[src/hw/rtl/cbx_pkg.sv]
// Package for the CB-prefix bit/shift executor.
// Opcode field codes, cycle counts and the structs passed between modules.
// No dependencies.
`default_nettype none

package cbx_pkg;

    localparam int NUM_REGS = 7;

    typedef logic [2:0] reg_slot_t;

    localparam logic [2:0] SEL_MEM = 3'd6;
    localparam logic [2:0] SEL_A   = 3'd7;
    localparam reg_slot_t  SLOT_A  = 3'd6;
    localparam reg_slot_t  SLOT_H  = 3'd4;
    localparam reg_slot_t  SLOT_L  = 3'd5;

    localparam logic [1:0] GRP_SHIFT = 2'd0;
    localparam logic [1:0] GRP_BIT   = 2'd1;
    localparam logic [1:0] GRP_RES   = 2'd2;
    localparam logic [1:0] GRP_SET   = 2'd3;

    localparam logic [2:0] FN_RLC  = 3'd0;
    localparam logic [2:0] FN_RRC  = 3'd1;
    localparam logic [2:0] FN_RL   = 3'd2;
    localparam logic [2:0] FN_RR   = 3'd3;
    localparam logic [2:0] FN_SLA  = 3'd4;
    localparam logic [2:0] FN_SRA  = 3'd5;
    localparam logic [2:0] FN_SWAP = 3'd6;
    localparam logic [2:0] FN_SRL  = 3'd7;

    localparam logic [4:0] CYC_REG     = 5'd8;
    localparam logic [4:0] CYC_BIT_MEM = 5'd12;
    localparam logic [4:0] CYC_MEM     = 5'd16;

    // Z, N, H, C
    typedef struct packed {
        logic z;
        logic n;
        logic h;
        logic c;
    } flags_t;

    typedef struct packed {
        logic [7:0]  value;
        logic        reg_write;
        logic        mem_write;
        logic [7:0]  mem_write_data;
        flags_t      flags;
        logic [4:0]  cycles;
    } exec_result_t;

endpackage

`default_nettype wire

[src/hw/rtl/cbx_regfile.sv]
// Register file B,C,D,E,H,L,A plus flag register.
// Depends on cbx_pkg.
`default_nettype none

module cbx_regfile
    import cbx_pkg::*;
(
    input  wire logic        clk,
    input  wire logic        rst_n,
    input  wire logic [2:0]  sel,
    output logic [7:0]       rd_value,
    output flags_t           rd_flags,
    output logic [15:0]      hl,
    input  wire logic        wr_en,
    input  wire logic        wr_reg,
    input  wire logic [7:0]  wr_value,
    input  wire flags_t      wr_flags
);

    logic [7:0] regs_reg [NUM_REGS];
    flags_t     flags_reg;
    reg_slot_t  slot;

    assign slot     = (sel == SEL_A) ? SLOT_A : sel;
    assign rd_value = regs_reg[slot];
    assign rd_flags = flags_reg;
    assign hl       = {regs_reg[SLOT_H], regs_reg[SLOT_L]};

    always_ff @(posedge clk or negedge rst_n)
    begin
        if (!rst_n)
        begin
            for (int i = 0; i < NUM_REGS; i++)
            begin
                regs_reg[i] <= 8'h00;
            end
            flags_reg <= '0;
        end
        else if (wr_en)
        begin
            flags_reg <= wr_flags;
            if (wr_reg)
            begin
                regs_reg[slot] <= wr_value;
            end
        end
    end

endmodule

`default_nettype wire

[src/hw/rtl/cbx_alu.sv]
// Combinational execute of one CB opcode: shift/rotate, BIT, RES, SET.
// Depends on cbx_pkg.
`default_nettype none

module cbx_alu
    import cbx_pkg::*;
(
    input  wire logic [7:0]  opcode,
    input  wire logic [7:0]  mem_read_data,
    input  wire logic [7:0]  reg_value,
    input  wire flags_t      flags_in,
    output exec_result_t     res
);

    logic [2:0] sel;
    logic [2:0] fn;
    logic [1:0] grp;
    logic       is_mem;
    logic [7:0] v;
    logic [7:0] r;
    logic [7:0] mask;
    logic       cout;
    logic       writes;
    flags_t     f;

    assign sel    = opcode[2:0];
    assign fn     = opcode[5:3];
    assign grp    = opcode[7:6];
    assign is_mem = (sel == SEL_MEM);
    assign v      = is_mem ? mem_read_data : reg_value;
    assign mask   = 8'h01 << fn;

    always_comb
    begin
        r      = v;
        cout   = 1'b0;
        writes = 1'b1;
        f      = flags_in;
        case (grp)
            GRP_SHIFT:
            begin
                case (fn)
                    FN_RLC:  begin cout = v[7]; r = {v[6:0], v[7]}; end
                    FN_RRC:  begin cout = v[0]; r = {v[0], v[7:1]}; end
                    FN_RL:   begin cout = v[7]; r = {v[6:0], flags_in.c}; end
                    FN_RR:   begin cout = v[0]; r = {flags_in.c, v[7:1]}; end
                    FN_SLA:  begin cout = v[7]; r = {v[6:0], 1'b0}; end
                    FN_SRA:  begin cout = v[0]; r = {v[7], v[7:1]}; end
                    FN_SWAP: begin cout = 1'b0; r = {v[3:0], v[7:4]}; end
                    default: begin cout = v[0]; r = {1'b0, v[7:1]}; end
                endcase
                f.z = (r == 8'h00);
                f.n = 1'b0;
                f.h = 1'b0;
                f.c = cout;
            end
            GRP_BIT:
            begin
                writes = 1'b0;
                f.z    = ((v & mask) == 8'h00);
                f.n    = 1'b0;
                f.h    = 1'b1;
            end
            GRP_RES: r = v & ~mask;
            default: r = v | mask;
        endcase
    end

    always_comb
    begin
        res.value          = r;
        res.reg_write      = !is_mem && writes;
        res.mem_write      = is_mem && writes;
        res.mem_write_data = (is_mem && writes) ? r : 8'h00;
        res.flags          = f;
        if (!is_mem)
        begin
            res.cycles = CYC_REG;
        end
        else
        begin
            res.cycles = writes ? CYC_MEM : CYC_BIT_MEM;
        end
    end

endmodule

`default_nettype wire

[src/hw/rtl/cb_prefix_bit_shift_execute.sv]
// Top level of the CB-prefix bit/shift executor: input register, execute, result register.
// Depends on cbx_pkg, cbx_regfile, cbx_alu.
//
// Takes one CB-prefixed opcode per request and returns one result per request, in order.
// A request is registered on entry, executed against the register file and flags once the
// result register is free, and lands in the result register; the register file updates at
// that same edge, so a following request sees it with no bubble. Sustained rate is one
// request per cycle while the result is taken. Input ready drops only while both the input
// register and the result register are full and the result is not taken.
`default_nettype none

module cb_prefix_bit_shift_execute
    import cbx_pkg::*;
(
    input  wire logic        clk,
    input  wire logic        rst_n,
    input  wire logic        s_axis_tvalid,
    output logic             s_axis_tready,
    // [7:0] opcode, [15:8] mem_read_data
    input  wire logic [15:0] s_axis_tdata,
    output logic             m_axis_tvalid,
    input  wire logic        m_axis_tready,
    // [7:0] result_value, [8] mem_write, [24:9] mem_address, [32:25] mem_write_data,
    // [33] zero_flag, [34] subtract_flag, [35] half_carry_flag, [36] carry_flag,
    // [41:37] cycles, [47:42] zero
    output logic [47:0]      m_axis_tdata
);

    logic         in_valid_reg;
    logic [7:0]   opcode_reg;
    logic [7:0]   mem_data_reg;
    logic         out_valid_reg;
    logic [47:0]  out_data_reg;

    logic         out_free;
    logic         exec_fire;
    logic         in_fire;
    logic [7:0]   reg_value;
    flags_t       cur_flags;
    logic [15:0]  hl;
    exec_result_t res;

    assign out_free      = !out_valid_reg || m_axis_tready;
    assign exec_fire     = in_valid_reg && out_free;
    assign s_axis_tready = !in_valid_reg || out_free;
    assign in_fire       = s_axis_tvalid && s_axis_tready;

    cbx_regfile u_regfile (
        .clk      (clk),
        .rst_n    (rst_n),
        .sel      (opcode_reg[2:0]),
        .rd_value (reg_value),
        .rd_flags (cur_flags),
        .hl       (hl),
        .wr_en    (exec_fire),
        .wr_reg   (res.reg_write),
        .wr_value (res.value),
        .wr_flags (res.flags)
    );

    cbx_alu u_alu (
        .opcode        (opcode_reg),
        .mem_read_data (mem_data_reg),
        .reg_value     (reg_value),
        .flags_in      (cur_flags),
        .res           (res)
    );

    always_ff @(posedge clk or negedge rst_n)
    begin
        if (!rst_n)
        begin
            in_valid_reg  <= 1'b0;
            out_valid_reg <= 1'b0;
        end
        else
        begin
            if (in_fire)
            begin
                in_valid_reg <= 1'b1;
            end
            else if (exec_fire)
            begin
                in_valid_reg <= 1'b0;
            end
            if (exec_fire)
            begin
                out_valid_reg <= 1'b1;
            end
            else if (m_axis_tready)
            begin
                out_valid_reg <= 1'b0;
            end
        end
    end

    always_ff @(posedge clk)
    begin
        if (in_fire)
        begin
            opcode_reg   <= s_axis_tdata[7:0];
            mem_data_reg <= s_axis_tdata[15:8];
        end
        if (exec_fire)
        begin
            out_data_reg <= {6'b0, res.cycles, res.flags.c, res.flags.h, res.flags.n,
                             res.flags.z, res.mem_write_data, hl, res.mem_write, res.value};
        end
    end

    assign m_axis_tvalid = out_valid_reg;
    assign m_axis_tdata  = out_data_reg;

endmodule

`default_nettype wire
[config.mk]
export PLATFORM = sky130hd
export DESIGN_NAME = cb_prefix_bit_shift_execute
export DESIGN_NICKNAME = d
export VERILOG_FILES = /design/src/hw/rtl/cbx_pkg.sv /design/src/hw/rtl/cbx_regfile.sv /design/src/hw/rtl/cbx_alu.sv /design/src/hw/rtl/cb_prefix_bit_shift_execute.sv
export SDC_FILE = /design/constraint.sdc
export NUM_CORES = 1
export LEC_CHECK = 0
export ABC_AREA = 1
export ABC_CLOCK_PERIOD_IN_PS = 11250
export BUFFER_PORTS_ARGS = -buffer_cell sky130_fd_sc_hd__buf_2
export CORE_MARGIN = 4
export CORE_UTILIZATION = 52
export CTS_CLUSTER_SIZE = 8
export DETAILED_ROUTE_END_ITERATION = 10
export PLACE_DENSITY = 0.72
export REMOVE_ABC_BUFFERS = 1
export SYNTH_ARGS = -nofsm -noshare
export SYNTH_HDL_FRONTEND = slang
export SYNTH_HIERARCHICAL = 1
export SYNTH_SLANG_ARGS = --single-unit
export TNS_END_PERCENT = 100
[constraint.sdc]
create_clock -name clk -period 11.25 [get_ports clk]
set_clock_uncertainty 0.1 [all_clocks]
set_input_delay 1.6875 -clock clk [delete_from_list [all_inputs] [get_ports clk]]
set_output_delay 1.6875 -clock clk [all_outputs]
set_load 0.01 [all_outputs]
==> results of run 1 <==
power groups by stage:
stage          logic (mW)  registers [mW]  clock network (mW)
5_1_grt             0.293           0.619               0.608
4_1_cts             0.261           0.608               0.585
3_3_place_gp        0.251           0.609                   0
3_5_place_dp        0.258           0.615                   0
6_report            0.261           0.608               0.574
2_1_floorplan       0.171           0.614                   0
layer usage:
metal  track usage  part of all wire  vias to the layer above
met5             0                 0                        -
met4        0.0959             0.023                        0
met3        0.0470             0.066                       23
met2         0.317              0.45                      167
met1         0.316              0.46                     2122
li1              -                 -                     2225
worst max-delay path by stage:
stage / end / slack [ns] / depth (start not counted)
2_1_floorplan: u_regfile/hl[0] / 5.93 / 7
3_3_place_gp: s_axis_tready / 7.37 / 4
3_5_place_dp: s_axis_tready / 7.35 / 4
4_1_cts: s_axis_tready / 7.35 / 4
5_1_grt: s_axis_tready / 7.32 / 4
6_report: s_axis_tready / 7.36 / 4
Yosys cell counts (all sizes together):
library cell,n,share of area
a21oi,14,0.012
a31oi,7,0.0072
and2,2,0.0029
buf,43,0.058
clkbuf,1,0.00062
clkinv,1,0.00062
conb,2,0.0012
dfrtp,62,0.26
edfxtp,58,0.29
inv,57,0.035
mux2,4,0.0074
nand2,205,0.14
nand3,78,0.070
nand4,2,0.0021
nor2,44,0.039
nor3,2,0.0017
o21ai,70,0.078
final cells by class:
cell class / instances / area, um^2 / share of cell area
multi-input cells: 436 / 2230 / 0.324
inverters: 58 / 218 / 0.0316
repair buffers: 66 / 338 / 0.0490
flip-flops and latches: 120 / 3290 / 0.478
well taps: 143 / 179 / 0.0260
clock inverters: 14 / 198 / 0.0287
clock buffers: 18 / 429 / 0.0623
cell families (layout without fill, tap and decap cells):
family,Yosys count,count (layout),share of synthesized area
AO/OA/AOI/OAI,91,91,0.0970
buffers and inverters,102,156,0.0943
flip-flops,120,120,0.543
multiplexers,4,4,0.00743
other,2,8,0.00124
AND/OR/NAND/NOR,333,333,0.257
metrics by stage:
stage	power [mW]	hold slack, ns	std cells	area [um^2]
final	1.44	0.384	855	6890
after global routing	1.52	0.396	855	6890
after CTS	1.45	0.384	855	6890
after detailed placement	0.873	0.368	823	6260
after global placement	0.860	0.365	823	6260
after floorplan	0.785	0.347	614	5730
worst reg2reg max path, delay by kind of cell, from the launching register on:
family,cells,cell delay [ns]
and+or+nand+nor,10,1.45
AOI/OAI and AO/OA,2,0.34
buffers and inverters,2,0.57
DFF,1,0.84
==> metrics.txt, run 1 <==
outcome=finished clean; Slowest-stage cell, CP=buf_2; Total Routing Usage GR=0.218; hold endpoint=u_regfile/regs_reg[34]; Synth cell types=29; Post-CTS Setup Repair Bufs=0; CP max FO=3; reg2reg start=opcode_reg[2]; total grt overflow=0; setup violators final=0; TritonCTS Sinks=120; TNS Setup=0 ns; Worst EP arrival=between 2 and 2.5 ns; routability cong.=0.883; Worst Setup SP=m_axis_tready; HPWL after DPL=9.61 mm; Clock Path Buffers=2; #FFs+latches synth=120; final WL=approximately 14 mm; Post-Syn Instances=652; first-pass detailed-route iteration total=5; worst setup margin=7.36 ns; VDD IR max=~120 uV; antenna diode count=0; pwr dens=210 nW/um^2; fin. max-slew vios=0; FF-to-FF setup slack=7.87 ns; initial antenna violation count=0; nets@finish=around 720; Gate power share=0.181; Largest register FFs=42; startpoint types=primary input; clock-pin slew on the worst setup and hold paths=0.06 ns; fin crit period=3.89 ns; FMAX=between 200 and 300 MHz; DR vias/cell=around 5.3; routed length per instance=16.2 um; initial DRC count=324; most common cell after layout, fill and taps aside=nand2_1; CTS Buf Count=17; Residual DRC=0; CTS tree=done; vias=4537; RSZ-0062 raised after global routing=false; Row Count=39; Int Pwr=1.02 mW; Worst-Margin Slew=between 0.8 and 0.9 ns; Yosys warning count=6; IO Pins=70; total core area=11400 um^2; port buffer count=63; Tcrit/Tclk final=0.346; Die X=approximately 120 um; Seq pwr share=0.422; Clock Power Share=0.398; commonest cells after routing, fill and taps aside=nand2_1 (185), nand3_1 (74), buf_2 (63), dfrtp_1 (62), edfxtp_1 (58); cts hold-fix bufs=0; layout overhead on the synthesized area=13.6%; H-tree depth=4; Hold Path Origin=u_regfile/regs_reg[34]; cts repair resizes=0; number of global-route vias before repair=roughly 4400; Post-Syn Area=6060 um^2; R2R Path End=u_regfile/regs_reg[54]; LEAKAGE=3.26 nW; Worst Path Buf+Inv=3; maxcap violations=0; CP dominant cell by count=buf_2; worst slack, placed=7.35 ns; Sw Share=0.294; Mapped Avg Cell Area=9.30 um^2; Core Util, Final=0.603; WS Path Type=primary input to primary output; Rel. slew slack=0.452; required time worst endpoint=9.46 ns; Seq/Total Area, Yosys=0.543; first-pass GRT wire length=22.6 mm; CP Cell Sequence=buf_2, inv_2, nand3_2, buf_2; largest net degree at the start of global routing=63; CP delay by family, top=buffers and inverters; crit end category=primary output; FF-to-FF path depth=14; ANT nets after route=0; Tightest Hold Check Type=flip-flop to flip-flop; Fin. Hold Viols=0; DIE HEIGHT=about 120 um; crit-path max cell delay=0.15 ns; Filler cells=976; die area=13500 um^2; WHS Path Cells=2; clk_lat worst skew=0.41 ns; switching pwr=424 uW; Starting Density=0.531; share of cells above drive strength 1=0.240; CTS root buf=clkbuf_16
(Power assumes the default switching activity.)
==> run 2: changes to the inputs <==
--- a/config.mk
+++ b/config.mk
@@ -6,13 +6,13 @@
 export NUM_CORES = 1
 export LEC_CHECK = 0
 export ABC_AREA = 1
-export ABC_CLOCK_PERIOD_IN_PS = 11250
+export ABC_CLOCK_PERIOD_IN_PS = 3150
 export BUFFER_PORTS_ARGS = -buffer_cell sky130_fd_sc_hd__buf_2
 export CORE_MARGIN = 4
 export CORE_UTILIZATION = 52
 export CTS_CLUSTER_SIZE = 8
 export DETAILED_ROUTE_END_ITERATION = 10
-export PLACE_DENSITY = 0.72
+export PLACE_DENSITY = 0.75
 export REMOVE_ABC_BUFFERS = 1
 export SYNTH_ARGS = -nofsm -noshare
 export SYNTH_HDL_FRONTEND = slang
==> constraint.sdc (replaced) <==
create_clock -name clk -period 3.15 [get_ports clk]
set_clock_uncertainty 0.1 [all_clocks]
set_input_delay 0.4725 -clock clk [delete_from_list [all_inputs] [get_ports clk]]
set_output_delay 0.4725 -clock clk [all_outputs]
set_load 0.01 [all_outputs]
==> metrics.txt, run 2 (synthesis gave the netlist of run 1 again) <==
outcome=finished clean; layout overhead on the synthesized area=14.1%; Starting Density=0.531; Seq pwr share=0.439; pwr dens=716 nW/um^2; Clock Power Share=0.370; Clock Path Buffers=2; first-pass GRT wire length=around 23 mm; startpoint types=flip-flop; setup violators final=0; CP endpoint=u_regfile/regs_reg[40]; Worst Setup SP=opcode_reg[1]; WS Path Type=flip-flop to flip-flop; fin. max-slew vios=0; routed length per instance=16.4 um; cts repair resizes=0; Fin. Hold Viols=0; worst setup margin=0.231 ns; Post-CTS Setup Repair Bufs=0; required time worst endpoint=around 3.3 ns; most common cell after layout, fill and taps aside=nand2_1; CTS tree=done; largest net degree at the start of global routing=47; vias=4609; fin crit period=roughly 2.9 ns; reg2reg start=opcode_reg[1]; clock-pin slew on the worst setup and hold paths=0.06 ns; total core area=around 11000 um^2; worst slack, placed=0.317 ns; DR vias/cell=5.33; CP max FO=16; FF-to-FF path depth=15; R2R Path End=u_regfile/regs_reg[40]; Row Count=39; TritonCTS Sinks=120; Die X=116 um; Int Pwr=between 3 and 4 mW; crit-path max cell delay=0.63 ns; crit end category=flip-flop; antenna diode count=0; initial DRC count=roughly 470; Worst EP arrival=3.10 ns; initial antenna violation count=0; IO Pins=70; final WL=14.2 mm; total grt overflow=0; port buffer count=63; RSZ-0062 raised after global routing=false; Tcrit/Tclk final=0.927; die area=between 10000 and 15000 um^2; DIE HEIGHT=between 100 and 150 um; commonest cells after routing, fill and taps aside=nand2_1 (185), nand3_1 (74), buf_2 (63), dfrtp_1 (62), edfxtp_1 (58); Hold Path Origin=s_axis_tdata[7]; first-pass detailed-route iteration total=5; Tightest Hold Check Type=primary input to flip-flop; Slowest-stage cell, CP=edfxtp_1; H-tree depth=4; LEAKAGE=around 3.3 nW; maxcap violations=0; CP dominant cell by count=nand2_1; ANT nets after route=0; VDD IR max=~440 uV; Worst-Margin Slew=~0.64 ns; routability cong.=0.927; Largest register FFs=42; Sw Share=0.309; Pwr Total=~5.0 mW; CTS Buf Count=17; HPWL after DPL=10.3 mm; cts hold-fix bufs=1; number of global-route vias before repair=about 4400; nets@finish=729; FMAX=about 340 MHz; TNS Setup=0 ns; Residual DRC=0; Core Util, Final=0.606; Rel. slew slack=0.574; Total Routing Usage GR=0.228; clk_lat worst skew=0.42 ns; switching pwr=approximately 1.5 mW; Gate power share=0.191; CTS root buf=clkbuf_16; FF-to-FF setup slack=0.23 ns; placed inst area=6340 um^2; share of cells above drive strength 1=0.251; Final Cell Area=about 6900 um^2; CP Cell Sequence=nand2_4, nand2_2, nand2_1, nand2_1, nand2_1, nand2_1, nand2_2, nand2_1, nand2_1, nor2_1, nand2_1, nand2_1, nand3_1, inv_1, o21ai_1
[run 2: cell types whose count changed in the layout (fill, tap and decap cells not counted)]
cell	delta
clkinv_4	-3
clkinvlp_4	+2
dlygate4sd3_1	+1
inv_6	+4
buf_4	+8
bufinv_16	-3
buf_12	+1
inv_8	+1
clkinv_1	-1
[run 2: through the flow]
stage	hold slack (ns)	instances
3_5_place_dp	0.367	832
3_3_place_gp	0.363	832
5_1_grt	0.106	865
6_report	0.130	865
4_1_cts	0.109	865
2_1_floorplan	0.0769	614
[run 2: power by group through the flow]
stage	clock, mW	sequential (mW)	combinational [mW]
floorplan	0	2.19	0.611
global placement	0	2.19	0.926
detailed placement	0	2.20	0.941
CTS	1.87	2.17	0.946
global route	1.96	2.21	1.07
finish	1.83	2.17	0.944
[run 2: metal layers]
layer	part of all wire	track usage
met4	0.019	0.0897
met3	0.069	0.0507
met5	0	0
met2	0.45	0.328
met1	0.47	0.337
[run 2: how the worst min path moves through the flow]
stage	endpoint	slack (ns)	cells past startpoint
after floorplan	in_valid_reg	0.08	0
after global placement	m_axis_tdata[10]	0.36	0
after detailed placement	u_regfile/regs_reg[25]	0.37	2
after CTS	opcode_reg[7]	0.11	1
after global routing	opcode_reg[7]	0.11	1
final	opcode_reg[7]	0.13	1
[run 2: final cells by class]
cell class / instances / area, um^2
Multi-Input combinational cell: 436 / 2230
Inverter: 58 / 218
Clock inverter: 14 / 139
Timing Repair Buffer: 76 / 428
Fill cell: 1015 / 4500
Clock buffer: 18 / 429
Sequential cell: 120 / 3290
Tap cell: 143 / 179
[run 2: worst max-delay path: cells and delay by family, from the launching register on]
family / cells / cell delay (ns)
simple gates: 13 / 1.47
flops: 1 / 0.63
buf+inv: 1 / 0.42
compound gates: 1 / 0.15
==> run 3: changes to the inputs <==
--- a/config.mk
+++ b/config.mk
@@ -6,13 +6,14 @@
 export NUM_CORES = 1
 export LEC_CHECK = 0
 export ABC_AREA = 1
-export ABC_CLOCK_PERIOD_IN_PS = 3150
+export ABC_CLOCK_PERIOD_IN_PS = 2500
 export BUFFER_PORTS_ARGS = -buffer_cell sky130_fd_sc_hd__buf_2
 export CORE_MARGIN = 4
 export CORE_UTILIZATION = 52
 export CTS_CLUSTER_SIZE = 8
 export DETAILED_ROUTE_END_ITERATION = 10
 export PLACE_DENSITY = 0.75
+export RECOVER_POWER = 25
 export REMOVE_ABC_BUFFERS = 1
 export SYNTH_ARGS = -nofsm -noshare
 export SYNTH_HDL_FRONTEND = slang
==> constraint.sdc (replaced) <==
create_clock -name clk -period 2.5 [get_ports clk]
set_clock_uncertainty 0.1 [all_clocks]
set_input_delay 0.375 -clock clk [delete_from_list [all_inputs] [get_ports clk]]
set_output_delay 0.375 -clock clk [all_outputs]
set_load 0.01 [all_outputs]
==> metrics.txt, run 3 (synthesis gave the netlist of run 1 again) <==
outcome=complete, but fails checks; violated checks=capacitance limit, slew limit, setup timing; total core area=roughly 11000 um^2; CP max FO=5; maxcap violations=1; DR vias/cell=between 5 and 6; Hold Path Origin=s_axis_tdata[7]; Rel. slew slack=-0.0801; Largest register FFs=42; Worst-Margin Slew=1.62 ns; initial antenna violation count=0; Fin. Hold Viols=0; routed length per instance=around 17 um; routability cong.=around 0.92; pwr dens=851 nW/um^2; vias=4936; first-pass GRT wire length=~24 mm; Starting Density=0.531; CTS Buf Count=17; Row Count=39; Tightest Hold Check Type=primary input to flip-flop; setup violators final=2; TritonCTS Sinks=120; CTS tree=done; commonest cells after routing, fill and taps aside=nand2_1 (145), buf_2 (63), dfrtp_1 (62), edfxtp_1 (58), nand3_1 (56); startpoint types=flip-flop; reg2reg start=opcode_reg[2]; required time worst endpoint=2.70 ns; Die X=between 100 and 150 um; die area=13500 um^2; Residual DRC=0; FF-to-FF path depth=18; port buffer count=63; H-tree depth=4; HPWL after DPL=10.6 mm; largest net degree at the start of global routing=63; Clock Path Buffers=2; first-pass detailed-route iteration total=5; nets@finish=slightly below 800; fin crit period=2.52 ns; TNS Setup=-0.0248 ns; initial DRC count=403; antenna diode count=0; LEAKAGE=3.76 nW; Total Routing Usage GR=0.234; DIE HEIGHT=116 um; Worst EP arrival=2.72 ns; ANT nets after route=0; WHS Path Cells=1; FMAX=just under 400 MHz; total grt overflow=0; layout overhead on the synthesized area=29.9%; final WL=around 15 mm; share of cells above drive strength 1=0.438; IO Pins=70; CTS root buf=clkbuf_16; fin. max-slew vios=63; crit end category=flip-flop; most common cell after layout, fill and taps aside=nand2_1; worst slack, placed=-0.292 ns; RSZ-0062 raised after global routing=true; clk_lat worst skew=0.42 ns; VDD IR max=669 uV; Tcrit/Tclk final=1.01; Core Util, Final=0.690; worst setup margin=-0.0176 ns; WS Path Type=flip-flop to flip-flop; clock-pin slew on the worst setup and hold paths=around 0.06 ns; number of global-route vias before repair=4579; Worst Setup SP=opcode_reg[2]
-- run 3: critical path, stage by stage, from the launching register on --
cell	delay, ns
edfxtp_1	0.49
buf_6	0.17
nor2_4	0.17
buf_6	0.17
nand2_2	0.05
nand3_2	0.07
nand2_2	0.05
nand2_1	0.06
inv_1	0.05
nand2_2	0.09
nand2_1	0.12
a21oi_2	0.17
buf_4	0.13
nor2_1	0.03
nand2_1	0.07
nor2_2	0.04
nand2_1	0.07
nand2_2	0.06
mux2_4	0.25
-- run 3: power by group --
part           internal [mW]  switching [mW]
Sequential              2.50           0.230
Combinational          0.666           0.948
Clock                   1.46           0.900
Total                   4.63            2.08
-- run 3: repair_timing --
action / 4_1_cts / 5_1_grt
setup endpoints to repair: 66 / 71
endpoints found under the hold margin: 62 / 0
resized for setup: 27 / 121
hold buffers: 1 / 0
setup buffers: 7 / 8
gates cloned: 1 / 1
pin swaps: 6 / 56
-- run 3: stage by stage --
stage / total power [mW] / hold slack (ns) / cells / instance area (um^2)
after CTS: 6.54 / 0.0135 / 915 / 7460
after global routing: 7.04 / 0.0139 / 924 / 7880
after detailed placement: 4.11 / 0.308 / 874 / 6720
after global placement: 4.05 / 0.303 / 874 / 6720
final: 6.71 / 0.0281 / 924 / 7880
after floorplan: 3.53 / -0.0206 / 614 / 5730
-- run 3: worst paths after layout --
| kind | to | slack, ns |
|---|---|---|
| min in group asynchronous | u_regfile/rd_flags[3] | 0.86 |
| max | u_regfile/rd_flags[3] | -0.02 |
| max in group asynchronous | u_regfile/regs_reg[37] | 0.44 |
| max reg2reg | u_regfile/rd_flags[3] | -0.02 |
| min | opcode_reg[7] | 0.03 |
| min reg2reg | u_regfile/regs_reg[32] | 0.38 |
-- run 3: layout make-up --
| class | count | area [um^2] |
|---|---|---|
| clock buffers | 20 | 468 |
| flip-flops and latches | 120 | 3290 |
| multi-input cells | 437 | 2620 |
| fillers | 856 | 3540 |
| clock inverters | 12 | 118 |
| well taps | 143 | 179 |
| inverters | 58 | 245 |
| repair buffers | 134 | 957 |
-- run 3: per-layer routing --
metal  GRT usage  part of all wire  vias to the layer above
met4       0.106             0.026                        0
met3      0.0522             0.069                       28
met5           0                 0                        -
met2       0.341              0.46                      184
li1            -                 -                     2364
met1       0.337              0.45                     2360
